[src/design/fssc_pkg.sv]
`timescale 1ns / 1ps

package fssc_pkg;

  localparam int unsigned MU_W = 3;
  localparam logic [MU_W-1:0] MAX_MU = 3'd6;

  // ceil(2^35 / 10), exact quotient of a 32-bit value by ten after >> 35
  localparam logic [31:0] RECIP10 = 32'hCCCC_CCCD;
  localparam int unsigned RECIP10_SHIFT = 35;

  // clamp value for a loaded subframe
  localparam logic [3:0] LAST_SUBFRAME = 4'd9;

  typedef enum logic {
    REQ_ADVANCE = 1'b0,
    REQ_LOAD    = 1'b1
  } req_t;

  typedef struct packed {
    req_t        req_type;
    logic [31:0] slot_count;
    logic [55:0] load_value;
    logic [7:0]  sym_start;
  } item_t;

  // count already split by numerology, quotient by ten reduced mod 2^16
  typedef struct packed {
    req_t        req_type;
    logic [15:0] cq_div;
    logic [3:0]  cq_rem;
    logic [5:0]  cr;
    logic [15:0] ld_frame;
    logic [3:0]  ld_subframe;
    logic [5:0]  ld_slot;
    logic [7:0]  sym_start;
  } prep_t;

  typedef struct packed {
    logic [15:0] frame;
    logic [3:0]  subframe;
    logic [5:0]  slot;
    logic [25:0] slot_index;
    logic [55:0] encoded;
  } result_t;

  function automatic logic [5:0] slot_mask(input logic [MU_W-1:0] mu);
    logic [5:0] one;
    one = 6'd1;
    // at the largest numerology the shift leaves zero and the mask is all ones
    return (one << mu) - 6'd1;
  endfunction

endpackage

[src/design/fssc_update.sv]
`timescale 1ns / 1ps

module fssc_update (
  input  logic                       clk,
  input  logic                       rst_n,
  input  logic                       en,
  input  fssc_pkg::prep_t            prep,
  input  logic [fssc_pkg::MU_W-1:0]  mu,
  output fssc_pkg::result_t          res_r
);

  logic [15:0] frame_r, frame_nxt;
  logic [3:0]  subframe_r, subframe_nxt;
  logic [5:0]  slot_r, slot_nxt;

  logic [6:0]  sum7;
  logic [6:0]  carry;
  logic [7:0]  s8;
  logic [15:0] s_prod;
  logic [4:0]  sd;
  logic [7:0]  s_rem;
  logic [19:0] base;
  logic [25:0] idx;
  fssc_pkg::result_t res_nxt;

  always_comb begin
    // slot plus low part of count, whatever spills over goes to the subframe
    sum7   = {1'b0, slot_r} + {1'b0, prep.cr};
    carry  = sum7 >> mu;
    s8     = 8'(subframe_r) + 8'(prep.cq_rem) + 8'(carry);
    s_prod = 16'(s8) * 16'd205;
    sd     = s_prod[15:11];
    s_rem  = s8 - (8'(sd) * 8'd10);

    unique case (prep.req_type)
      fssc_pkg::REQ_ADVANCE: begin
        frame_nxt    = frame_r + prep.cq_div + 16'(sd);
        subframe_nxt = s_rem[3:0];
        slot_nxt     = sum7[5:0] & fssc_pkg::slot_mask(mu);
      end
      fssc_pkg::REQ_LOAD: begin
        frame_nxt    = prep.ld_frame;
        subframe_nxt = prep.ld_subframe;
        slot_nxt     = prep.ld_slot;
      end
      default: begin
        frame_nxt    = frame_r;
        subframe_nxt = subframe_r;
        slot_nxt     = slot_r;
      end
    endcase

    base = (20'(frame_nxt) << 3) + (20'(frame_nxt) << 1) + 20'(subframe_nxt);
    idx  = (26'(base) << mu) + 26'(slot_nxt);

    res_nxt.frame      = frame_nxt;
    res_nxt.subframe   = subframe_nxt;
    res_nxt.slot       = slot_nxt;
    res_nxt.slot_index = idx;
    res_nxt.encoded    = {5'd0, mu, frame_nxt, 4'd0, subframe_nxt,
                          10'd0, slot_nxt, prep.sym_start};
  end

  always_ff @(posedge clk) begin
    if (!rst_n) begin
      frame_r    <= '0;
      subframe_r <= '0;
      slot_r     <= '0;
    end else if (en) begin
      frame_r    <= frame_nxt;
      subframe_r <= subframe_nxt;
      slot_r     <= slot_nxt;
    end
  end

  always_ff @(posedge clk) begin
    if (en) begin
      res_r <= res_nxt;
    end
  end

endmodule

[config.mk]
export PLATFORM = sky130hd
export DESIGN_NAME = fssc_update
export DESIGN_NICKNAME = d
export VERILOG_FILES = /design/src/design/fssc_pkg.sv /design/src/design/fssc_update.sv
export SDC_FILE = /design/constraint.sdc
export NUM_CORES = 1
export LEC_CHECK = 0
export BUFFER_PORTS_ARGS = -buffer_cell sky130_fd_sc_hd__buf_2
export CAP_MARGIN = 20
export CORE_MARGIN = 3
export CORE_UTILIZATION = 40
export CTS_BUF_LIST = sky130_fd_sc_hd__clkbuf_4 sky130_fd_sc_hd__clkbuf_8
export DETAILED_ROUTE_END_ITERATION = 7
export GPL_ROUTABILITY_DRIVEN = 0
export MAX_ROUTING_LAYER = met4
export PLACE_DENSITY = 0.64
export SLEW_MARGIN = 20
export SYNTH_ARGS = -nofsm -noshare
export SYNTH_HDL_FRONTEND = slang
export SYNTH_SLANG_ARGS = --single-unit
export TNS_END_PERCENT = 100
[constraint.sdc]
create_clock -name clk -period 24.3 [get_ports clk]
set_input_delay 6.075 -clock clk [delete_from_list [all_inputs] [get_ports clk]]
set_output_delay 6.075 -clock clk [all_outputs]
set_load 0.03 [all_outputs]
# Word level (Yosys, flattened, before mapping)

Index checks and enable logic that the tools add are counted.

Register bits after elaboration: 115

Add/sub/neg operators: 10
Multipliers: 2
Shifts and indexed selects: 3
Muxes and demuxes: 3
Bitwise gates (word level): 2

Operators with widths:

| kind                                               | number |
|---|---|
| one-hot mux 16 bit (2 select lines)                | 1 |
| adder 26 x 6 -> 26 bit                             | 1 |
| left shift 20 x 3 -> 26 bit                        | 1 |
| adder 19 x 17 -> 20 bit                            | 1 |
| adder 20 x 4 -> 20 bit                             | 1 |
| adder 16 bit                                       | 1 |
| adder 16 x 5 -> 16 bit                             | 1 |
| multiplier 8 x 8 -> 16 bit (second input constant) | 1 |
| one-hot mux 6 bit (2 select lines)                 | 1 |
| adder 5 x 7 -> 8 bit                               | 1 |
| one-hot mux 4 bit (2 select lines)                 | 1 |
| adder 6 x 6 -> 7 bit                               | 1 |
| >> shifter 7 x 3 -> 7 bit                          | 1 |
| bitwise AND 6 bit                                  | 1 |
| left shift 1 x 3 -> 6 bit (first input constant)   | 1 |
| subtractor 6 x 1 -> 6 bit (second input constant)  | 1 |
| adder 4 x 4 -> 5 bit                               | 1 |
| multiplier 5 x 3 -> 3 bit (second input constant)  | 1 |
| subtractor 4 bit                                   | 1 |
| NOT 1 bit                                          | 1 |

# Depth between registers and ports, before layout

Gate-level depths: netlist (run 1).

Word-level depth: 10
Gate-level depth with buffers: 61

# Least setup slack after synthesis (run 1)

No wires, ideal clock.

Path kind: in2reg
Start: input port prep[35] (netlist bit)
End: register res_r[76] (netlist bit), data pin
Library setup time: 271 ps
Arrival time: 17942 ps
Required time: 24029 ps
Slack: 6087 ps
Cell stages on the path: 59
Buffers on the path: 1
Cell sequence: ha_1 a21o_1 a21oi_1 o21bai_1 a21oi_1 xnor2_1 nor2_1 a21oi_1 a21oi_1 o22a_1 fa_1 inv_1 ha_1 fa_1 a21o_1 a21oi_1 xor2_1 ha_1 (+23 left out) o21ai_0 nand2b_1 xnor2_1 o21ai_0 ha_1 ha_1 clkbuf_1 a21o_1 a21oi_1 o22a_1 a31oi_1 or3_1 and2_1 o311a_2 o21ai_0 and4bb_2 mux2i_1 o211ai_1

Cells in the longest elaborated chain, start to end: 10

RTL lines:

| what                                | line              | text |
|---|---|---|
| from (decl)                         | fssc_update.sv:7  | `input fssc_pkg::prep_t prep,` |
| adder 6 x 6 -> 7 bit                | fssc_update.sv:28 | `sum7 = {1'b0, slot_r} + {1'b0, prep.cr};` |
| >> shifter 7 x 3 -> 7 bit           | fssc_update.sv:29 | `carry = sum7 >> mu;` |
| adder 5 x 7 -> 8 bit                | fssc_update.sv:30 | `s8 = 8'(subframe_r) + 8'(prep.cq_rem) + 8'(carry);` |
| multiplier 8 x 8 -> 16 bit          | fssc_update.sv:31 | `s_prod = 16'(s8) * 16'd205;` |
| adder 16 x 5 -> 16 bit              | fssc_update.sv:37 | `frame_nxt = frame_r + prep.cq_div + 16'(sd);` |
| one-hot mux 16 bit (2 select lines) | fssc_update.sv:35 | `unique case (prep.req_type)` |
| net frame_nxt[11]                   | fssc_update.sv:12 | `logic [15:0] frame_r, frame_nxt;` |
| adder 19 x 17 -> 20 bit             | fssc_update.sv:53 | `base = (20'(frame_nxt) << 3) + (20'(frame_nxt) << 1) + 20'(subframe_nxt);` |
| adder 20 x 4 -> 20 bit              | fssc_update.sv:53 |  |
| left shift 20 x 3 -> 26 bit         | fssc_update.sv:54 | `idx = (26'(base) << mu) + 26'(slot_nxt);` |
| adder 26 x 6 -> 26 bit              | fssc_update.sv:54 |  |
| net idx[20]                         | fssc_update.sv:23 | `logic [25:0] idx;` |
| to (signal assigned)                | fssc_update.sv:78 | `res_r <= res_nxt;` |
| to (decl)                           | fssc_update.sv:9  | `output fssc_pkg::result_t res_r` |

The timed path passes the listed nets, and every way through them passes these cells.
A chain may end at the register's enable or synchronous reset.

# Worst setup path in the final report (run 1)

Same ends and word-level chain as after synthesis.

==> impl_metrics.json, run 1 <==
{
  "outcome": "finished clean",
  "cpLargestDelayFamily": "compound AO/OA/AOI/OAI gates",
  "skew_ps": 20.4,
  "insertion_delay_ps": 400,
  "postCtsSetupBuffers": 0,
  "tritoncts": "done",
  "antenna_found_initial": 0,
  "portBuffers": 155,
  "ys_seq_elements": 89,
  "synth_cell_type_count": 100,
  "final.period_utilization_pct": 80.2,
  "cp-start-kind": "input pin",
  "syn_inst": 978,
  "fp.coreArea_mm2": 0.0227,
  "synth_ff_type": "edfxtp_1",
  "hpwl_um": 18400,
  "io_pins": 175,
  "numCtsBuffers": 9,
  "drt-initial-drc-count": 567,
  "maxCapViolCount": 0,
  "vias": 7548,
  "drive_gt1_share_pct": 22.4,
  "placed_cells": 1362,
  "nFillCells": 2219,
  "startpoint": "prep[35]",
  "path_class": "in -> reg",
  "worst_ep_arrival_time_ps": 19610,
  "clock-sinks": 89,
  "rows": 55,
  "setup_viol": 0,
  "min_from": "frame_r[1]",
  "maxSlewViolCount": 0,
  "cts-root-buf": "clkbuf_8",
  "grt_max_degree": 52,
  "hold_viol_final": 0,
  "cp.required_ps": 24430,
  "postRouteAntennaNets": 0,
  "cp_slowest_cell": "o21ai_0",
  "synthSimpleGateAreaFrac_pct": 13.9,
  "relSlewSlack_pct": 35.8,
  "critical_path_buf_inv_count": 6,
  "ys_warn_count": 0,
  "hold_path.class": "reg -> reg",
  "multi_input_area_mm2": 0.00606,
  "wl_um": 23700,
  "synth_compound_area_share_pct": 20.8,
  "initial_core_util_pct": 40.8,
  "drc": 0,
  "synth.avg_cell_area_um2": 9.46,
  "dr.pass1.iters": 5,
  "seq_area_frac_synth_pct": 26.1,
  "grt_pass1_vias": 7216,
  "ctsHtreeMaxLevel": 3,
  "worstMarginPinSlew_ps": 961,
  "die_w_um": 158,
  "cp_common_cell": "a21oi_1",
  "wl_per_cell_um": 17.2,
  "ctsLongestPathBuffers": 2,
  "critPathMaxFanout": 10,
  "max_freq_mhz": 51.3,
  "synth_fa_ha_area_share_pct": 21.4,
  "rsz0062_at_grt": "no",
  "seqCellArea_mm2": 0.00241,
  "cpPeakStageDelay_ps": 550,
  "synthXorXnorAreaFrac_pct": 5.49,
  "synth-edff-count": 63,
  "final_cells": 1378,
  "period_needed_ps": 19490,
  "endpoint_kind": "flip-flop",
  "post_cts_resized": 0,
  "synth_top_family_by_area": "adder cells",
  "syn_area_mm2": 0.00926,
  "synth_mux_area_share_pct": 3.15,
  "worst_r2r_startpoint": "slot_r[1]",
  "syn_to_final_growth_pct": 9.76,
  "die_h_um": 158,
  "synthArstFlopShare_pct": 0,
  "clk_pin_slew_ps": 110,
  "diodes": 0,
  "grt_usage_pct": 19.6,
  "grt_pass1_wl_um": 37900,
  "grt-ovfl-total": 0,
  "holdBufCountCts": 0,
  "dieArea_mm2": 0.0250,
  "setup_tns_ps": 0,
  "nets": 1297,
  "routed_via_density": 5.48
}
==> final cells by class <==
cell class / instances / share of cell area (%)
Clock buffer: 10 / 1.29
Timing Repair Buffer: 166 / 8.47
Multi-Input combinational cell: 751 / 59.6
Clock inverter: 6 / 0.714
Tap cell: 285 / 3.51
Inverter: 71 / 2.62
Sequential cell: 89 / 23.7
==> synthesized netlist by cell type (3+ instances only) <==
cell / count / area share [%]
and2_2: 3 / 0.24
o211a_1: 23 / 2.5
o21ai_1: 4 / 0.22
a211oi_1: 11 / 0.89
o21a_1: 11 / 0.89
buf_4: 45 / 3.7
nand2_1: 66 / 2.7
o211ai_1: 5 / 0.41
a22oi_1: 4 / 0.32
clkbuf_1: 23 / 0.93
buf_2: 3 / 0.16
nand4_1: 12 / 0.81
o221ai_1: 3 / 0.28
o32ai_1: 3 / 0.28
a31oi_1: 9 / 0.61
or2_2: 18 / 1.2
clkbuf_8: 8 / 1.2
nor3_1: 15 / 0.81
nor2b_1: 10 / 0.68
xnor2_1: 36 / 3.4
fa_1: 27 / 5.8
inv_1: 70 / 2.8
dfxtp_1: 26 / 5.6
o311a_1: 3 / 0.32
xor2_1: 22 / 2.1
nor3b_1: 6 / 0.49
buf_1: 3 / 0.12
a211o_1: 3 / 0.28
nand2b_1: 5 / 0.34
o21ai_0: 49 / 2.6
o21bai_1: 8 / 0.65
o22ai_1: 3 / 0.20
edfxtp_1: 63 / 20
mux2i_1: 13 / 1.4
mux4_2: 3 / 0.73
or3_1: 5 / 0.34
o31ai_1: 6 / 0.49
a2111o_1: 3 / 0.36
a21oi_1: 54 / 2.9
and2_1: 6 / 0.41
nor2_1: 69 / 2.8
a21o_1: 20 / 1.6
ha_1: 115 / 16
mux2_2: 4 / 0.49
nand3_1: 13 / 0.70
==> tightest hold or removal path, delay by kind of cell (launching register included) <==
family | cells | cell delay, ps
DFF | 1 | 340
and+or+nand+nor | 2 | 130
==> sequential cells by signal, summed over array words and instances, names as in the netlist <==
register and cells:
subframe_r 4, frame_r 16, slot_r 6, res_r 63
==> per-stage QoR <==
| stage | area, um^2 | worst slack [ps] | utilization [%] | hold slack [ps] |
|---|---|---|---|---|
| 2_1_floorplan | 9320 | 6090 | - | 474 |
| 3_3_place_gp | 9950 | 4690 | 43.8 | 481 |
| 3_5_place_dp | 9950 | 4390 | 43.8 | 498 |
| 4_1_cts | 10200 | 4800 | 44.7 | 515 |
| 5_1_grt | 10200 | 3790 | 44.7 | 540 |
| 6_report | 10200 | 4810 | 44.7 | 509 |
==> worst paths after layout <==
kind,to,slack (ps),cells after the start
min,frame_r[1],510,2
min reg2reg,frame_r[1],510,2
max,res_r[76],4810,59
max reg2reg,res_r[76],10260,58
==> cell families after synthesis <==
kind of cell,after synthesis
fa+ha+maj,142
simple gates,250
other cells,1
mux,22
compound gates,260
flops,89
xor+xnor,58
buf+inv,156
==> layer usage <==
layer | GRT usage, % | part of all wire [%] | up-vias
li1 | - | - | 3719
met1 | 26.7 | 47 | 3580
met4 | 4.38 | 1.2 | 0
met5 | - | 0 | -
met3 | 2.02 | 4.8 | 23
met2 | 31.6 | 47 | 226
==> placed cells by master, fill, tap and decap left out, types with 4 or more instances in the layout <==
master      n
a211oi_1   11
a21o_1     20
a21oi_1    54
a22oi_1     4
a31oi_1     9
and2_1      6
buf_2     154
buf_4      12
clkbuf_8    9
conb_1     19
dfxtp_1    26
edfxtp_1   63
fa_1       27
ha_1      115
inv_1      70
inv_6       4
mux2_2      4
mux2i_1    13
nand2_1    66
nand2b_1    5
nand3_1    13
nand4_1    12
nor2_1     69
nor2b_1    10
nor3_1     15
nor3b_1     6
o211a_1    23
o211ai_1    5
o21a_1     11
o21ai_0    49
o21ai_1     4
o21bai_1    8
o31ai_1     6
or2_2      18
or3_1       5
xnor2_1    36
xor2_1     22
Power of run 1 is left out: the tool's default activity adds up to more than one toggle a clock period on the data nets, which glitch-free logic cannot reach.
==> run 2: changes to the inputs <==
==> constraint.sdc (replaced) <==
create_clock -name clk -period 19.8 [get_ports clk]
set_input_delay 4.95 -clock clk [delete_from_list [all_inputs] [get_ports clk]]
set_output_delay 4.95 -clock clk [all_outputs]
set_load 0.03 [all_outputs]
==> impl_metrics.json, run 2 (synthesis results as in run 1) <==
{
  "holdPathStages": 2,
  "cts-root-buf": "clkbuf_8",
  "cp_common_cell": "a21oi_1",
  "path_class": "in -> reg",
  "tritoncts": "done",
  "initial_core_util_pct": 40.8,
  "ctsHtreeMaxLevel": 3,
  "insertion_delay_ps": 400,
  "grt_usage_pct": 19.9,
  "grt-ovfl-total": 0,
  "io_pins": 175,
  "worstMarginPinSlew_ps": 952,
  "grt_pass1_vias": 7242,
  "syn_to_final_growth_pct": 10.1,
  "maxSlewViolCount": 0,
  "drc": 0,
  "nets": 1302,
  "largest_register_ff_count": 63,
  "cp_slowest_cell": "fa_1",
  "antenna_found_initial": 1,
  "dr.pass1.iters": 5,
  "skew_ps": 21.0,
  "cp-start-kind": "input pin",
  "postRouteAntennaNets": 0,
  "wl_per_cell_um": 17.5,
  "fp.coreArea_mm2": 0.0227,
  "rows": 55,
  "period_needed_ps": 18520,
  "cpPeakStageDelay_ps": 540,
  "top_regs": "res_r x63, frame_r x16, slot_r x6",
  "die_h_um": 158,
  "hpwl_um": 19000,
  "ctsLongestPathBuffers": 2,
  "max_freq_mhz": 54.0,
  "final.period_utilization_pct": 93.5,
  "portBuffers": 155,
  "cp.required_ps": 19930,
  "outcome": "finished clean",
  "final_util_pct": 44.9,
  "largest_register": "res_r",
  "dieArea_mm2": 0.0250,
  "clk_pin_slew_ps": 110,
  "holdBufCountCts": 0,
  "endpoint_kind": "flip-flop",
  "worst_r2r_path_depth": 58,
  "clock-sinks": 89,
  "maxCapViolCount": 0,
  "fin_hold_ws_ps": 512,
  "worst_ep_arrival_time_ps": 18640,
  "grt_pass1_wl_um": 38700,
  "grt_max_degree": 52,
  "setup_tns_ps": 0,
  "hold_path.class": "reg -> reg",
  "critPathMaxFanout": 10,
  "vias": 7585,
  "drive_gt1_share_pct": 22.8,
  "die_w_um": 158,
  "routed_via_density": 5.48,
  "final_cell_mix": "buf_2 (154), ha_1 (115), inv_1 (70)",
  "final_common_cell": "buf_2",
  "rsz0062_at_grt": "no",
  "setup_viol": 0,
  "drt-initial-drc-count": 510,
  "post_cts_resized": 0,
  "wl_um": 24200,
  "relSlewSlack_pct": 36.3,
  "postCtsSetupBuffers": 0,
  "numCtsBuffers": 9,
  "hold_viol_final": 0
}
[run 2: path summary, 6_finish.rpt]
kind,from,endpoint,slack (ps)
setup / recovery,prep[35],res_r[76],1280
hold / removal,frame_r[0],frame_r[0],510
setup reg to reg,slot_r[1],res_r[76],5610
hold reg to reg,frame_r[0],frame_r[0],510
[run 2: critical path: cells and delay by family]
family	cells	cell delay, ps
AOI/OAI and AO/OA	28	5960
xor gates and xnor gates	4	800
adders and majority gates	13	5020
muxes	1	160
buffers and inverters	6	380
and+or+nand+nor	7	1360
[run 2: cell type report]
cell class	instances	area [um^2]
Timing Repair Buffer	171	898
Multi-Input combinational cell	751	6060
Antenna cell	1	2.50
Tap cell	285	357
Clock buffer	10	131
Sequential cell	89	2410
Clock inverter	6	67.6
Inverter	71	267
Fill cell	2239	12500
[run 2: layer usage]
layer  share of wire, %  track usage, %  vias up
li1                   -               -     3727
met1                 46            27.2     3603
met2                 47            31.3      231
met3                5.2            2.76       24
met4                1.7            5.16        0
met5                  0               -        -
[run 2: per-stage QoR]
step           instance area, um^2  std cells  worst slack [ps]
2_1_floorplan                 9320        996              2710
3_3_place_gp                  9990       1367              1350
3_5_place_dp                  9990       1367              1090
4_1_cts                      10200       1383              1470
5_1_grt                      10200       1384               353
6_report                     10200       1384              1280
Power of run 2 is left out for the same reason.
